File: config.mk
export PLATFORM = sky130hd
export DESIGN_NAME = bfd_ram
export DESIGN_NICKNAME = d
export VERILOG_FILES = /design/src/hw/rtl/bfd_ram.sv
export SDC_FILE = /design/constraint.sdc
export NUM_CORES = 1
export LEC_CHECK = 0
export BUFFER_PORTS_ARGS = -buffer_cell sky130_fd_sc_hd__buf_2
export CAP_MARGIN = 20
export CELL_PAD_IN_SITES_DETAIL_PLACEMENT = 1
export CELL_PAD_IN_SITES_GLOBAL_PLACEMENT = 1
export CORE_ASPECT_RATIO = 0.7
export CORE_UTILIZATION = 55
export CTS_BUF_LIST = sky130_fd_sc_hd__clkbuf_2 sky130_fd_sc_hd__clkbuf_4 sky130_fd_sc_hd__clkbuf_8
export DETAILED_ROUTE_END_ITERATION = 7
export PLACE_DENSITY = 0.83
export SLEW_MARGIN = 20
export SYNTH_ARGS = -nofsm -noshare
export SYNTH_HDL_FRONTEND = slang
export SYNTH_SLANG_ARGS = --single-unit
export TNS_END_PERCENT = 10
File: constraint.sdc
create_clock -name i_clk -period 4.8 [get_ports i_clk]
set_input_delay 0.72 -clock i_clk [delete_from_list [all_inputs] [get_ports i_clk]]
set_output_delay 0.72 -clock i_clk [all_outputs]
set_load 0.02 [all_outputs]
File: src/hw/rtl/bfd_ram.sv
// Generic single-port-write, single-read RAM with registered read data.
// No dependencies.
module bfd_ram #(
    parameter int WIDTH = 8,
    parameter int DEPTH = 16
) (
    input  logic                     i_clk,
    input  logic                     i_we,
    input  logic [$clog2(DEPTH)-1:0] i_waddr,
    input  logic [WIDTH-1:0]         i_wdata,
    input  logic [$clog2(DEPTH)-1:0] i_raddr,
    output logic [WIDTH-1:0]         o_rdata
);
    logic [WIDTH-1:0] mem [DEPTH];

    always_ff @(posedge i_clk) begin
        if (i_we) begin
            mem[i_waddr] <= i_wdata;
        end
        o_rdata <= mem[i_raddr];
    end
endmodule

==> impl_metrics.csv <==
group,metric,value,unit
outcome,outcome,"finished clean",
timing,worstMarginPinSlew,0.996,ns
cts,clkTransAtPathRegs,0.07,ns
grt,antenna_found_initial,0,
pwr,fin_total_pwr,2.32,mW
timing,grt_setup_unrepaired,"no",
layout,final_cell_mix,"edfxtp_1 (128), buf_2 (24), mux4_2 (18), clkbuf_8 (17), a22oi_1 (16)",
placement,place.gp.congestion,0.723,
synthesis,ys_ff_latch,136,
worst_setup_path,critical_path.max_fanout,8,
floorplanning,top_level_ports,26,
timing,setup_viol,0,
worst_setup_path,critPathCaptureType,"register",
floorplanning,rows,29,
layout,diodes,0,
worst_setup_path,start_kind,"input port",
cts,cts.repair.resized,0,
cts,htreeDepth,4,
cts,cts_buffers,17,
worst_setup_path,critPathSlowestCell,"nor2_1",
placement,port_buffers,25,
synthesis,yosysSeqAreaShare,77.8,%
synthesis,yosys_warnings,0,
worst_setup_path,cp.required,4.86,ns
worst_setup_path,critPathMaxStageDelay,0.65,ns
worst_setup_path,path_class,"in2reg",
timing,clock.fmax,511,MHz
routing,avgRoutedWirePerCell,25.5,um
pwr,p_per_area,405,nW/um^2
min_path,worstHoldPathType,"in2reg",
routing,antenna_left,0,
synthesis,syn_area_per_cell,22.5,sq um
timing,hold_viol_final,0,
job,maxCapViolCount,0,
timing,slew_violations,0,
routing,vias,2396,
routing,drt-total-wl,10300,um
cts,post_cts_buffers,0,
floorplanning,core-area,9070,sq um
cts,tritoncts,"yes",
min_path,whs_path_depth,1,
layout,drive_above_1_share,27.0,%
synthesis,netlist_instances,229,
floorplanning,start_util,56.7,%
routing,drtPass1Iterations,4,
grt,grt_usage,23.3,%
timing,finalSetupTns,0,ns
layout,final_common_cell,"edfxtp_1",
timing,finalCriticalPeriod,1.96,ns
pwr,p_leak,1.89,nW
worst_setup_path,crit_chain,"buf_2 > or3b_2 > nor2_1",
pwr,peakVddDrop,283,uV
routing,drtIter0Drc,196,
layout,fill_cells,761,
synthesis,synth_area,5150,sq um
synthesis,syn_nets,247,
timing,fin_crit_sh,40.8,%
floorplanning,dieArea,9760,sq um
placement,hpwl,6630,um
placement,place_area,5370,sq um
worst_setup_path,rr_worst_depth,3,
worst_setup_path,cp_data_arrival_time,2.01,ns
timing,slew_headroom,33.3,%
routing,via_per_inst,5.96,
routing,drc,0,
timing,whs,0.664,ns
cts,root_buffer,"clkbuf_8",
grt,grt_pass1_wl,15500,um
cts,clk_latency,0.44,ns
floorplanning,die_h,82.9,um
floorplanning,die_w,118,um
grt,grt_start_max_net_pins,33,
synthesis,synth_cell_type_count,19,
cts,clockBufferDepth,2,
cts,cts_hold_buf,0,
layout,synthToLayoutAreaGrowth,11.3,%
cts,clock_sinks,136,
layout,nets,284,
grt,grt_pass1_vias,2538,
layout,design_area,5730,sq um
grt,gr-total-overflow,0,
timing,clock_skew,0.0114,ns
-- registers in the layout, indices dropped and copies added (netlist names) --
signal   cells
o_rdata      8
mem        128
-- synthesized netlist by cell type (all sizes together) --
cell / instances / share of area [%]
nor2: 13 / 0.95
edfxtp: 128 / 75
mux4: 32 / 15
and2b: 1 / 0.15
clkdlybuf4s25: 3 / 0.58
and2: 1 / 0.12
nand2b: 2 / 0.24
buf: 7 / 1.1
nand3b: 2 / 0.29
nand3: 1 / 0.097
a22oi: 16 / 2.3
nor3: 4 / 0.39
nor2b: 1 / 0.12
or3b: 1 / 0.17
dfxtp: 8 / 3.1
nand2: 9 / 0.66
-- layout make-up --
type	count	area, sq um	area share [%]
multi-input combinational	83	1060	18.5
timing repair buffer	28	150	2.62
sequential	136	4000	69.9
tap	124	155	2.71
clock buffer	19	249	4.34
clock inverter	12	110	1.92
-- kinds of logic (layout without fill, tap and decap cells) --
family	count (synthesis)	after routing	share of synthesized area, %
flip-flops	136	136	77.8
AO/OA/AOI/OAI	16	16	2.33
multiplexers	32	32	15.0
AND/OR/NAND/NOR	35	35	3.18
buffers and inverters	10	59	1.68
-- final timing paths --
path / from / to / slack, ns
max: i_waddr[2] / mem[1][2] / 2.84
max reg2reg: mem[9][1] / o_rdata[1] / 3.38
min: i_wdata[7] / mem[14][7] / 0.66
min reg2reg: mem[6][0] / o_rdata[0] / 0.69
-- power by group --
| part | switching (mW) | leakage (nW) | internal [mW] | total (mW) |
|---|---|---|---|---|
| Sequential | 0.0105 | 1.22 | 1.33 | 1.34 |
| Clock | 0.399 | 0.182 | 0.458 | 0.857 |
| Combinational | 0.0773 | 0.488 | 0.0480 | 0.125 |
-- worst max-delay path, delay by kind of cell --
kind          cells  cell delay (ns)
simple gates      2             1.17
buf+inv           1             0.12
-- through the flow --
stage	cells	utilization, %	setup slack [ns]
detailed placement	371	59.2	2.05
global route	402	63.2	2.76
global placement	371	59.1	2.07
finish	402	63.2	2.84
CTS	402	63.1	2.51
floorplan	229	-	2.59
-- metal layers --
metal	part of all wire [%]	GRT usage, %
met5	0	0
met4	0.52	7.46
met3	6.0	6.66
met2	47	34.2
met1	47	34.2
No activity file was read; power rests on OpenSTA's default activity.
