[src/hw/rtl/bfd_pkg.sv]
// Package for the box filter downscaler: widths, sizes, register indexes.
// No dependencies.
package bfd_pkg;
    localparam int MAX_IMAGE_SIDE = 4096;
    localparam int MAX_OUT_WIDTH  = 512;
    localparam int OUT_AW         = $clog2(MAX_OUT_WIDTH);
    localparam int SIDE_W         = 13;
    localparam int SUM_W          = 32;
    localparam int CNT_W          = 25;
    localparam int ACC_W          = 3 * SUM_W + CNT_W;
    localparam logic [1:0] REG_WIDTH  = 2'd0;
    localparam logic [1:0] REG_HEIGHT = 2'd1;
    localparam logic [1:0] REG_MAX    = 2'd2;
    localparam int CFG_W = 13;

    typedef struct packed {
        logic [7:0]  out_red;
        logic [7:0]  out_green;
        logic [7:0]  out_blue;
        logic [11:0] out_x;
        logic [11:0] out_y;
        logic        frame_last;
    } t_out;

    typedef struct packed {
        logic [7:0] red;
        logic [7:0] green;
        logic [7:0] blue;
    } t_in;
endpackage

[src/hw/rtl/bfd_div.sv]
// Restoring serial divider, one quotient bit per cycle.
// Depends on bfd_pkg.
module bfd_div (
    input  logic        i_clk,
    input  logic        i_rst_n,
    input  logic        i_start,
    input  logic [47:0] i_num,
    input  logic [31:0] i_den,
    output logic        o_busy,
    output logic [47:0] o_quo
);
    import bfd_pkg::*;
    logic [47:0] r_quo, n_quo;
    logic [31:0] r_rem, n_rem;
    logic [31:0] r_den;
    logic [5:0]  r_cnt;
    logic [32:0] shifted;

    assign o_busy = (r_cnt != 6'd0);
    assign o_quo  = r_quo;

    // Shift in one numerator bit and try a subtract
    always_comb begin
        shifted = {r_rem, r_quo[47]};
        n_quo   = {r_quo[46:0], 1'b0};
        n_rem   = shifted[31:0];
        if (shifted >= {1'b0, r_den}) begin
            n_rem    = shifted[31:0] - r_den;
            n_quo[0] = 1'b1;
        end
    end

    always_ff @(posedge i_clk) begin
        if (!i_rst_n) begin
            r_cnt <= 6'd0;
        end else if (i_start) begin
            r_cnt <= 6'd48;
        end else if (o_busy) begin
            r_cnt <= r_cnt - 6'd1;
        end
    end

    always_ff @(posedge i_clk) begin
        if (i_start) begin
            r_quo <= i_num;
            r_rem <= '0;
            r_den <= i_den;
        end else if (o_busy) begin
            r_quo <= n_quo;
            r_rem <= n_rem;
        end
    end
endmodule

[config.mk]
export PLATFORM = sky130hd
export DESIGN_NAME = bfd_div
export DESIGN_NICKNAME = d
export VERILOG_FILES = /design/src/hw/rtl/bfd_pkg.sv /design/src/hw/rtl/bfd_div.sv
export SDC_FILE = /design/constraint.sdc
export NUM_CORES = 1
export LEC_CHECK = 0
export ABC_AREA = 0
export ABC_CLOCK_PERIOD_IN_PS = 3400
export BUFFER_PORTS_ARGS = -buffer_cell sky130_fd_sc_hd__buf_2
export CAP_MARGIN = 0
export CORE_ASPECT_RATIO = 0.7
export CORE_MARGIN = 2
export CORE_UTILIZATION = 35
export DETAILED_ROUTE_END_ITERATION = 16
export PLACE_DENSITY = 0.58
export SYNTH_ARGS = -nofsm -noshare
export SYNTH_HDL_FRONTEND = slang
export SYNTH_SLANG_ARGS = --single-unit
[constraint.sdc]
create_clock -name i_clk -period 3.4 [get_ports i_clk]
set_clock_uncertainty 0.15 [all_clocks]
set_input_delay 0.34 -clock i_clk [delete_from_list [all_inputs] [get_ports i_clk]]
set_output_delay 0.34 -clock i_clk [all_outputs]
set_load 0.02 [all_outputs]
==> impl_metrics.py <==
metrics = {
    "clock_network": {
        "cts_buffers": 17,
        "clkLatencyLatePin_ns": 0.42,
        "clockBufferDepth": 2,
        "cts_tree": "built",
        "cts_setup_buffers": 0,
        "htree_levels": 4,
        "cts.sinks": 118,
        "cts_root_buf": "clkbuf_16",
        "clk_pin_slew_ns": 0.06,
    },
    "logic_synthesis": {
        "netlist.area_leader.share": 0.354,
        "ys_seq_area_frac": 0.466,
        "yosys_warnings": 0,
        "synth_cell_types": 69,
        "syn_area_um2": 6790,
        "syn-num-nets": 753,
        "syn_area_per_cell_um2": 10.7,
        "synth_area_leader_cell": "edfxtp_1",
        "synthFlopType": "edfxtp_1",
        "syn_inst": 635,
        "synth_edf_count": 80,
        "ys_async_sr_fraction": 0,
        "synthTopCellsByArea": "edfxtp_1 35%, dfxtp_1 11%, mux2_2 8.0%, ha_1 6.3%, a311oi_2 3.1%",
        "ys_ff_latch": 118,
    },
    "job": {
        "cap_violations": 0,
    },
    "worst_setup_path": {
        "endpoint_kind": "register",
        "worstPathRequired_ns": 3.53,
        "critPathKind": "reg -> reg",
        "worstPathArrival_ns": 3.26,
        "critPathMaxStageDelay_ns": 0.42,
        "slowest_stage": "fa_1",
        "path_max_fanout": 5,
        "path_cells": "inv_1 -> ha_1 -> inv_1 -> fa_1 -> a211oi_1 -> o21a_1 -> a2111oi_0 -> nor2_1 -> o211ai_1 -> a221oi_1 -> xor2_1 -> o22ai_1",
        "crit_top_cell": "inv_1",
        "start_kind": "register",
    },
    "route": {
        "drc": 0,
        "ant_nets": 0,
        "wl_per_cell_um": 15.7,
        "drtPass1Iterations": 5,
        "wl_um": 16800,
        "num_vias": 5300,
        "vias_per_cell": 4.96,
        "drt_iter0_drc": 395,
    },
    "outcome": {
        "status": "complete, no violations",
    },
    "sta": {
        "setup_viol": 0,
        "period_minus_slack_ns": 3.13,
        "fmax_ghz": 0.320,
        "relSlewSlack": 0.542,
        "finalHoldViolations": 0,
        "min_period_over_period": 0.919,
        "slew_viol_final": 0,
        "worst_pin_slew_ns": 0.688,
        "grt_setup_unrepaired": "false",
        "setup_tns_ns": 0,
    },
    "placement": {
        "dp_hpwl_um": 11900,
        "place_congestion": 0.884,
        "portBuffers": 131,
    },
    "layout": {
        "final_common_cell": "buf_2",
        "layout_common_cells": "130 x buf_2, 80 x edfxtp_1, 54 x nand2_1",
        "multi_input_area_um2": 3320,
        "antenna_cells": 0,
        "regArea_um2": 3160,
        "final_layout_size_suffix_gt1_frac": 0.320,
        "area_growth_pct": 26.9,
        "fin_nets": 909,
        "fillers": 1777,
    },
    "global_routing": {
        "antenna_found_initial": 0,
        "gr-total-overflow": 0,
        "grt_pass1_wl_um": 26800,
        "track_usage": 0.168,
        "first_global_vias": 5135,
        "grt_max_degree": 113,
    },
    "floorplanning": {
        "fp.dieH_um": 121,
        "core_area_um2": 19000,
        "io_pins": 132,
        "die_w_um": 171,
        "initial_core_util": 0.358,
        "rows": 42,
        "die-area_um2": 20600,
    },
    "min_path": {
        "hold_path.class": "in -> reg",
    },
    "pwr": {
        "power_mw": 5.97,
        "p_leak_nw": 3.71,
        "p_per_area_nw_per_um2": 693,
        "vdd_ir_drop_max_v": 0.000319,
    },
}
[report_power, final]
group | leakage [nW] | total [mW] | internal (mW) | switching [mW]
registers | 1.13 | 2.03 | 1.86 | 0.170
logic | 2.32 | 2.16 | 0.871 | 1.29
clock network | 0.268 | 1.77 | 1.08 | 0.694
total | 3.71 | 5.97 | 3.81 | 2.16
[cell usage after synthesis (6+ instances only)]
library cell,count
nor2_1,48
a21oi_1,34
a21o_1,22
edfxtp_1,80
o21ai_0,10
nand4_1,6
a311oi_1,6
nand3_1,12
buf_2,8
xor2_1,12
o21a_1,7
and3_1,7
nand2_1,55
dfxtp_1,38
inv_1,39
nand2_2,12
mux2_2,48
clkbuf_1,18
xnor2_1,21
a311oi_2,14
a31oi_1,6
ha_1,34
a211oi_1,10
nor3_1,8
[final timing paths]
path / endpoint / slack (ns) / from / cells past startpoint
max: r_rem[30] / 0.27 / o_quo[47] / 12
min reg2reg: r_rem[3] / 0.35 / r_rem[2] / 2
max reg2reg: r_rem[30] / 0.27 / o_quo[47] / 12
min: r_cnt[4] / 0.02 / i_rst_n / 2
[final cells by class]
class | count | area share
multi-input cells | 443 | 0.385
flip-flops and latches | 118 | 0.367
repair buffers | 171 | 0.125
clock buffers | 17 | 0.0494
well taps | 264 | 0.0383
clock inverters | 15 | 0.0180
inverters | 40 | 0.0174
[kinds of logic after synthesis]
family | count (synthesis) | synth area share
AO/OA/AOI/OAI | 151 | 0.171
XOR/XNOR | 33 | 0.0425
adder cells (fa/ha/maj) | 35 | 0.0656
buffers and inverters | 74 | 0.0471
flip-flops | 118 | 0.466
multiplexers | 51 | 0.0840
AND/OR/NAND/NOR | 173 | 0.124
[flip-flops by register name, summed over array words and instances (netlist names)]
name / flops
o_quo: 48
r_den: 32
r_rem: 32
r_cnt: 6
[routing by layer]
layer,part of all wire,up-vias,track usage
met5,0,-,0
met4,0.0086,0,0.0556
met3,0.046,13,0.0350
met2,0.43,113,0.236
met1,0.52,2507,0.254
li1,-,2667,-
[per-stage QoR]
step / setup WS (ns) / instances / area (um2) / hold WS, ns / utilization
finish: 0.274 / 1068 / 8620 / 0.0202 / 0.454
global route: 0.0243 / 1068 / 8620 / 0.0179 / 0.454
CTS: 0.226 / 1068 / 8610 / 0.0101 / 0.454
detailed placement: 0.220 / 1004 / 7710 / 0.346 / 0.407
global placement: 0.268 / 1004 / 7710 / 0.338 / 0.407
floorplan: 0.483 / 635 / 6790 / 0.289 / -
[worst max-delay path: cells and delay by family, from the launching register on]
kind                     cells  cell delay (ns)
buffers and inverters        2             0.12
XOR/XNOR                     1             0.18
flip-flops                   1             0.41
adder cells (fa/ha/maj)      2             0.58
AND/OR/NAND/NOR              1             0.30
AO/OA/AOI/OAI                6             1.25
[what timing repair did]
item	CTS	global route
hold buffers	32	0
hold endpoints to repair	32	0
resized for setup	0	1
endpoints found under the setup margin	0	1
(Power assumes the default switching activity.)
